**src/hdl/kvt_pkg.sv**
```systemverilog
// Shared types and constants for the key/value table.
// Used by the controller and the top level; depends on nothing.
package kvt_pkg;

    localparam int DATA_W = 32;

    // Request codes carried on the opcode port.
    localparam logic [1:0] OP_UPSERT = 2'd0;
    localparam logic [1:0] OP_INSERT = 2'd1;
    localparam logic [1:0] OP_LOOKUP = 2'd2;

    // Result fields of one transaction, excluding the parameter-sized count.
    typedef struct packed {
        logic signed [DATA_W-1:0] read_value;
        logic                     found;
        logic                     dropped;
    } result_t;

    // Write enables for the key and value memories.
    typedef struct packed {
        logic key_we;
        logic val_we;
    } wr_en_t;

endpackage

```
**src/hdl/kvt_ram.sv**
```systemverilog
// Generic simple dual-port RAM: one write port, one read port, registered read.
// No dependencies; contents are undefined until written.
module kvt_ram #(
    parameter int WIDTH = 32,
    parameter int DEPTH = 64
) (
    input  logic                                      clk,
    input  logic                                      we,
    input  logic [(DEPTH > 1 ? $clog2(DEPTH) : 1)-1:0] waddr,
    input  logic [WIDTH-1:0]                          wdata,
    input  logic [(DEPTH > 1 ? $clog2(DEPTH) : 1)-1:0] raddr,
    output logic [WIDTH-1:0]                          rdata
);

    logic [WIDTH-1:0] mem [DEPTH];

    always_ff @(posedge clk)
    begin
        if (we)
        begin
            mem[waddr] <= wdata;
        end
        rdata <= mem[raddr];
    end

endmodule

```
**src/hdl/kvt_ctrl.sv**
```systemverilog
// Request sequencer: for an upsert or lookup, scans the key memory from newest
// to oldest entry; then applies the update, insert or lookup. Depends on kvt_pkg.
module kvt_ctrl #(
    parameter int CAPACITY = 64,
    parameter int IDX_W    = (CAPACITY > 1) ? $clog2(CAPACITY) : 1,
    parameter int CNT_W    = $clog2(CAPACITY + 1)
) (
    input  logic                               clk,
    input  logic                               rst_n,
    input  logic                               in_valid,
    output logic                               in_stall,
    input  logic [1:0]                         opcode,
    input  logic signed [kvt_pkg::DATA_W-1:0]  key,
    input  logic signed [kvt_pkg::DATA_W-1:0]  value,
    output logic [IDX_W-1:0]                   raddr,
    input  logic [kvt_pkg::DATA_W-1:0]         key_rdata,
    input  logic [kvt_pkg::DATA_W-1:0]         val_rdata,
    output kvt_pkg::wr_en_t                    wr_en,
    output logic [IDX_W-1:0]                   waddr,
    output logic [kvt_pkg::DATA_W-1:0]         key_wdata,
    output logic [kvt_pkg::DATA_W-1:0]         val_wdata,
    output logic                               res_valid,
    input  logic                               res_take,
    output kvt_pkg::result_t                   res,
    output logic [CNT_W-1:0]                   res_count
);

    localparam logic [CNT_W-1:0] CAP_C = CNT_W'(CAPACITY);

    typedef enum logic [1:0] {S_IDLE, S_SCAN, S_RESP} state_t;

    state_t                            state_reg, state_next;
    logic [1:0]                        op_reg, op_next;
    logic [kvt_pkg::DATA_W-1:0]        key_reg, key_next;
    logic [kvt_pkg::DATA_W-1:0]        val_reg, val_next;
    logic [CNT_W-1:0]                  count_reg, count_next;
    logic [IDX_W-1:0]                  scan_idx_reg, scan_idx_next;
    logic                              more_reg, more_next;
    logic                              rd_valid_reg, rd_valid_next;
    logic [IDX_W-1:0]                  rd_idx_reg, rd_idx_next;
    kvt_pkg::result_t                  res_reg, res_next;
    logic                              hit;
    logic                              full;

    assign hit       = rd_valid_reg && (key_rdata == key_reg);
    assign full      = (count_reg >= CAP_C);
    assign raddr     = scan_idx_reg;
    assign key_wdata = key_reg;
    assign val_wdata = val_reg;
    assign in_stall  = (state_reg != S_IDLE);
    assign res_valid = (state_reg == S_RESP);
    assign res       = res_reg;
    assign res_count = count_reg;

    always_comb
    begin
        state_next    = state_reg;
        op_next       = op_reg;
        key_next      = key_reg;
        val_next      = val_reg;
        count_next    = count_reg;
        scan_idx_next = scan_idx_reg;
        more_next     = more_reg;
        rd_valid_next = rd_valid_reg;
        rd_idx_next   = rd_idx_reg;
        res_next      = res_reg;
        wr_en         = '0;
        waddr         = rd_idx_reg;

        case (state_reg)
            S_IDLE:
            begin
                if (in_valid)
                begin
                    op_next       = opcode;
                    key_next      = key;
                    val_next      = value;
                    scan_idx_next = IDX_W'(count_reg - 1'b1);
                    more_next     = ((opcode == kvt_pkg::OP_UPSERT) ||
                                     (opcode == kvt_pkg::OP_LOOKUP)) &&
                                    (count_reg != '0);
                    rd_valid_next = 1'b0;
                    state_next    = S_SCAN;
                end
            end

            S_SCAN:
            begin
                if (hit || (!rd_valid_reg && !more_reg))
                begin
                    // Scan finished: apply the request and form the result.
                    res_next      = '0;
                    rd_valid_next = 1'b0;
                    more_next     = 1'b0;
                    state_next    = S_RESP;
                    case (op_reg)
                        kvt_pkg::OP_UPSERT, kvt_pkg::OP_INSERT:
                        begin
                            if ((op_reg == kvt_pkg::OP_UPSERT) && hit)
                            begin
                                wr_en.val_we   = 1'b1;
                                waddr          = rd_idx_reg;
                                res_next.found = 1'b1;
                            end
                            else if (full)
                            begin
                                res_next.dropped = 1'b1;
                            end
                            else
                            begin
                                wr_en.key_we = 1'b1;
                                wr_en.val_we = 1'b1;
                                waddr        = count_reg[IDX_W-1:0];
                                count_next   = count_reg + 1'b1;
                            end
                        end
                        kvt_pkg::OP_LOOKUP:
                        begin
                            if (hit)
                            begin
                                res_next.read_value = val_rdata;
                                res_next.found      = 1'b1;
                            end
                        end
                        default:
                        begin
                            res_next = '0;
                        end
                    endcase
                end
                else
                begin
                    // Issue the next read while the previous one is compared.
                    rd_valid_next = more_reg;
                    rd_idx_next   = scan_idx_reg;
                    if (more_reg)
                    begin
                        more_next     = (scan_idx_reg != '0);
                        scan_idx_next = scan_idx_reg - 1'b1;
                    end
                end
            end

            S_RESP:
            begin
                if (res_take)
                begin
                    state_next = S_IDLE;
                end
            end

            default:
            begin
                state_next = S_IDLE;
            end
        endcase
    end

    always_ff @(posedge clk or negedge rst_n)
    begin
        if (!rst_n)
        begin
            state_reg    <= S_IDLE;
            count_reg    <= '0;
            more_reg     <= 1'b0;
            rd_valid_reg <= 1'b0;
        end
        else
        begin
            state_reg    <= state_next;
            count_reg    <= count_next;
            more_reg     <= more_next;
            rd_valid_reg <= rd_valid_next;
        end
    end

    always_ff @(posedge clk)
    begin
        op_reg       <= op_next;
        key_reg      <= key_next;
        val_reg      <= val_next;
        scan_idx_reg <= scan_idx_next;
        rd_idx_reg   <= rd_idx_next;
        res_reg      <= res_next;
    end

endmodule

```
**src/hdl/key_value_table.sv**
```systemverilog
// Key/value table of CAPACITY signed 32-bit pairs held in insertion order in two
// memories. An insert or unused opcode skips the scan; an upsert or lookup scans
// the N stored pairs, N being the pair count: the key memory has a single read
// port and the scan reads one entry a cycle, newest first, stopping at the first
// match. A lookup returns the newest matching value. Memory contents are undefined
// after reset; only the pair count is cleared, and no entry at or above the count
// is ever used. A result may wait in the output register while the next
// transaction is accepted.
// Depends on kvt_pkg, kvt_ram and kvt_ctrl.
module key_value_table #(
    parameter int CAPACITY = 64
) (
    input  logic                                   clk,
    input  logic                                   rst_n,
    input  logic                                   in_valid,
    output logic                                   in_stall,
    input  logic [1:0]                             opcode,
    input  logic signed [kvt_pkg::DATA_W-1:0]      key,
    input  logic signed [kvt_pkg::DATA_W-1:0]      value,
    output logic                                   out_valid,
    input  logic                                   out_stall,
    output logic signed [kvt_pkg::DATA_W-1:0]      read_value,
    output logic                                   found,
    output logic                                   dropped,
    output logic [$clog2(CAPACITY + 1)-1:0]        entry_count
);

    localparam int IDX_W = (CAPACITY > 1) ? $clog2(CAPACITY) : 1;
    localparam int CNT_W = $clog2(CAPACITY + 1);

    logic [IDX_W-1:0]           raddr;
    logic [IDX_W-1:0]           waddr;
    logic [kvt_pkg::DATA_W-1:0] key_rdata, val_rdata;
    logic [kvt_pkg::DATA_W-1:0] key_wdata, val_wdata;
    kvt_pkg::wr_en_t            wr_en;
    logic                       res_valid;
    logic                       res_take;
    kvt_pkg::result_t           res;
    logic [CNT_W-1:0]           res_count;

    logic                       out_valid_reg;
    kvt_pkg::result_t           out_res_reg;
    logic [CNT_W-1:0]           out_count_reg;

    kvt_ctrl #(
        .CAPACITY (CAPACITY)
    ) u_ctrl (
        .clk       (clk),
        .rst_n     (rst_n),
        .in_valid  (in_valid),
        .in_stall  (in_stall),
        .opcode    (opcode),
        .key       (key),
        .value     (value),
        .raddr     (raddr),
        .key_rdata (key_rdata),
        .val_rdata (val_rdata),
        .wr_en     (wr_en),
        .waddr     (waddr),
        .key_wdata (key_wdata),
        .val_wdata (val_wdata),
        .res_valid (res_valid),
        .res_take  (res_take),
        .res       (res),
        .res_count (res_count)
    );

    kvt_ram #(
        .WIDTH (kvt_pkg::DATA_W),
        .DEPTH (CAPACITY)
    ) u_key_ram (
        .clk   (clk),
        .we    (wr_en.key_we),
        .waddr (waddr),
        .wdata (key_wdata),
        .raddr (raddr),
        .rdata (key_rdata)
    );

    kvt_ram #(
        .WIDTH (kvt_pkg::DATA_W),
        .DEPTH (CAPACITY)
    ) u_val_ram (
        .clk   (clk),
        .we    (wr_en.val_we),
        .waddr (waddr),
        .wdata (val_wdata),
        .raddr (raddr),
        .rdata (val_rdata)
    );

    // The output register is free when empty or being emptied this cycle.
    assign res_take = !out_valid_reg || !out_stall;

    always_ff @(posedge clk or negedge rst_n)
    begin
        if (!rst_n)
        begin
            out_valid_reg <= 1'b0;
        end
        else if (res_take)
        begin
            out_valid_reg <= res_valid;
        end
    end

    always_ff @(posedge clk)
    begin
        if (res_take && res_valid)
        begin
            out_res_reg   <= res;
            out_count_reg <= res_count;
        end
    end

    assign out_valid   = out_valid_reg;
    assign read_value  = out_res_reg.read_value;
    assign found       = out_res_reg.found;
    assign dropped     = out_res_reg.dropped;
    assign entry_count = out_count_reg;

endmodule

```
**config.mk**
```make
export PLATFORM = sky130hd
export DESIGN_NAME = key_value_table
export DESIGN_NICKNAME = d
export VERILOG_FILES = /design/src/hdl/kvt_pkg.sv /design/src/hdl/kvt_ram.sv /design/src/hdl/kvt_ctrl.sv /design/src/hdl/key_value_table.sv
export SDC_FILE = /design/constraint.sdc
export NUM_CORES = 2
export LEC_CHECK = 0
export BUFFER_PORTS_ARGS = -buffer_cell sky130_fd_sc_hd__buf_2
export CORE_UTILIZATION = 30
export DETAILED_ROUTE_END_ITERATION = 6
export PLACE_DENSITY_LB_ADDON = 0.12
export REMOVE_ABC_BUFFERS = 1
export SLEW_MARGIN = 15
export SYNTH_ARGS = -nofsm -noshare
export SYNTH_HDL_FRONTEND = slang
export SYNTH_SLANG_ARGS = --single-unit
```
**constraint.sdc**
```tcl
create_clock -name clk -period 6.4 [get_ports clk]
set_clock_uncertainty 0.05 [all_clocks]
set_input_delay 1.28 -clock clk [delete_from_list [all_inputs] [get_ports clk]]
set_output_delay 1.28 -clock clk [all_outputs]
set_load 0.01 [all_outputs]
```
==> out/summary.txt <==
Antenna Nets Post-Route -> 0
first-pass GRT wire length -> 722 mm
FF+latch count, synth -> 4325
TritonCTS Buffers -> 459
final hold viol count -> 0
post-route insts no fill -> 15354
Power Dens Cells -> 460 nW/um2
GRT Util Overall -> 0.191
Period minus WS final -> 4870 ps
drt total wl -> 536 mm
outcome -> finished, final reports clean
r2r setup slk -> 1530 ps
sequential area share after synthesis -> 0.788
H-tree depth -> 5
Clock power frac -> 0.302
ys async rst share -> 0.00277
initial DRC count -> 8703
adder and majority gate portion of the synthesized area -> 0.000229
main combinational cell family by area after synthesis -> multiplexers
root buffer cell -> clkbuf_16
Compound-Gate Fraction of Synth Area -> 0.0265
post-route setup TNS -> 0 ps
Worst VDD drop -> 0.357 mV
drt drc -> 0
Final Core Density -> 0.351
Vias -> 78690
vias per inst -> 5.13
post-CTS setup buffer count -> 0
Clock Path Buffers -> 4
core area -> 545000 um2
CP Launch Type -> register
CP Max Fanout -> 19
DP Wirelength -> 330 mm
I/O pin cnt -> 113
Placed Cells -> 14462
Reg area -> 129000 um2
routability congestion estimate -> 0.797
synthesized area per cell -> 22.9 um2
multiplexer area fraction after synthesis -> 0.162
clock latency on the worst-skew pair -> 1020 ps
maxcap violations -> 0
FMAX -> 205 MHz
endpoints failing setup -> 0
measured slew at the worst slew-check pin -> 1160 ps
GR Overflow Total -> 0
WS Path Type -> register to register
drt wl/cell -> 34.9 um
Syn-to-layout area delta -> 16.5%
initial antenna violation count -> 50
post-synthesis simple-gate area fraction -> 0.0102
worst hold-check path type -> input pin to asynchronous set/reset pin
main flop type after synthesis -> edfxtp_1
final worst slack -> 1530 ps
Flop pwr share -> 0.383
switch share -> 0.347
Synth cell types -> 62
area of the multi-input gates -> 33900 um2
grt peak-use layer -> met2
Post-Synth XOR/XNOR Area -> 0.00171
DRT Pass-1 Iters -> 6
Internal Power -> 57400 uW
number of rows in the core area -> 271
Req. time, crit path -> 7040 ps
CTS tree -> yes
met2 usage -> 0.318
synth warn -> 0
Net Sw Power -> 30500 uW
CP arrival -> 5520 ps
M3 GR Usage -> 0.0279
fraction of layout cells with a size suffix above 1 -> 0.283
Die Height -> 741 um
CP Capture Type -> register
filler instances -> 50546
post-synthesis cell area -> 164000 um2
relative slew slack -> 0.223
Initial Utilization -> 0.301
Min Hold Slack -> 118 ps
CTS sink cnt -> 4325
die area -> 549000 um2
Tcrit/Tclk final -> 0.762
Slew Limit Fails -> 0
post-cts sizing count -> 0
Post-CTS Hold Buffers -> 0
dpl ws -> 1480 ps
largest net degree at the start of global routing -> 118
# port buffers -> 112
Layout Nets -> 7765
post-synthesis cell count -> 7160
Comb pwr share -> 0.315
met1 GRT Util -> 0.267
clock slew at reported path FFs -> 60 ps
Post-synth EDFFs -> 4249
vias in the first global route -> 79651
die extent in x -> 741 um
Leakage -> 0.0591 uW
RSZ-0062 raised after global routing -> false
==> through the flow <==
step	power (uW)	cell area, um2
6_report	87800	191000
5_1_grt	90500	191000
4_1_cts	89300	191000
3_5_place_dp	62600	176000
3_3_place_gp	62600	176000
2_1_floorplan	46600	162000
==> final timing paths <==
kind / from / to / cells after the start
min reg2reg: u_ctrl.res[33]$_SDFFCE_PN0P_ / read_value[31]$_DFFE_PP_ / 0
max reg2reg: u_ctrl.key_wdata[15]$_DFFE_PP_ / u_val_ram.mem[59][19]$_DFFE_PP_ / 9
max: u_ctrl.key_wdata[15]$_DFFE_PP_ / u_val_ram.mem[59][19]$_DFFE_PP_ / 9
max in group asynchronous: rst_n / u_ctrl.state_reg[0]$_DFFE_PN0P_ / 1
min: rst_n / u_ctrl.res_count[4]$_DFFE_PN0P_ / 1
min in group clk: u_ctrl.res[33]$_SDFFCE_PN0P_ / read_value[31]$_DFFE_PP_ / 0
==> power by group through the flow <==
stage	clock [uW]	sequential, uW	combinational [uW]
finish	26500	33700	27600
floorplan	0	35500	11100
CTS	27200	33700	28500
global placement	0	34200	28400
detailed placement	0	34200	28400
global route	28200	33700	28600
==> area by class of cell <==
cell class / count / area share
Multi-Input combinational cell: 2429 / 0.178
Clock buffer: 565 / 0.0636
Inverter: 15 / 0.000347
Tap cell: 7234 / 0.0474
Timing Repair Buffer: 462 / 0.0200
Sequential cell: 4325 / 0.676
Clock inverter: 286 / 0.0141
Antenna cell: 38 / 0.000498
==> cells in the mapped netlist (5+ instances only) <==
library cell  count  area share
edfxtp_1       4249        0.78
mux4_2          996        0.14
mux2i_1         403       0.025
clkbuf_1        202      0.0046
o221ai_1        197       0.011
nor2_1          180      0.0041
a21oi_1         157      0.0048
o22ai_1         147      0.0056
buf_2           101      0.0031
o21ai_0          94      0.0029
dfxtp_1          64      0.0078
buf_4            45      0.0021
nand2_1          40     0.00092
nor3_1           36      0.0011
and2_1           33      0.0013
buf_1            30     0.00069
a211oi_1         22      0.0010
xnor2_1          16     0.00085
xor2_1           16     0.00085
buf_6            13     0.00089
dfrtp_1          12      0.0018
inv_1            12     0.00027
nand2b_1          8     0.00031
and4_1            7     0.00037
nand3_1           7     0.00021
and3_1            5     0.00019
nor2b_1           5     0.00019
==> layer usage <==
layer / part of all wire / vias up / wire, um
met2: 0.49 / 2379 / 262000
met4: 0.023 / 12 / 12100
met1: 0.44 / 43832 / 235000
met3: 0.050 / 591 / 27100
met5: 0.00014 / - / 73
li1: - / 31876 / -
==> kinds of logic (layout without fill, tap and decap cells) <==
logic type | after synthesis | count (layout)
flops | 4325 | 4325
mux | 1402 | 1402
compound gates | 642 | 642
buf+inv | 406 | 1328
simple gates | 350 | 350
xor+xnor | 32 | 32
fa+ha+maj | 3 | 3
other cells | 0 | 38
==> layout by cell type, fill, tap and decap left out, types with 12 or more instances in the layout <==
cell | netlist | layout
buf_12 | 0 | 43
nor2_1 | 180 | 66
dfrtp_1 | 12 | 12
nor3_2 | 1 | 17
a211oi_1 | 22 | 19
buf_2 | 101 | 112
bufinv_16 | 0 | 46
clkinvlp_4 | 0 | 20
mux2i_1 | 403 | 399
clkbuf_1 | 202 | 89
and2_1 | 33 | 33
clkinv_1 | 2 | 110
nor2_4 | 1 | 115
diode_2 | 0 | 38
dfxtp_1 | 64 | 64
a21oi_1 | 157 | 152
buf_4 | 45 | 302
inv_1 | 12 | 12
xnor2_1 | 16 | 16
clkinv_2 | 0 | 91
clkbuf_16 | 0 | 468
nor3_1 | 36 | 19
o221ai_1 | 197 | 197
o22ai_1 | 147 | 147
nand2_1 | 40 | 31
edfxtp_1 | 4249 | 4249
xor2_1 | 16 | 16
o21ai_0 | 94 | 94
mux4_2 | 996 | 996
==> critical path, cell delays in order, from the launching register on <==
cell and delay, ps:
edfxtp_1 880, nand2b_1 200, o2111ai_1 110, or4_4 670, nor3_4 490, a21o_1 230
buf_4 330, mux2_1 640, nor2_4 600, buf_4 320
(Power assumes the default switching activity.)
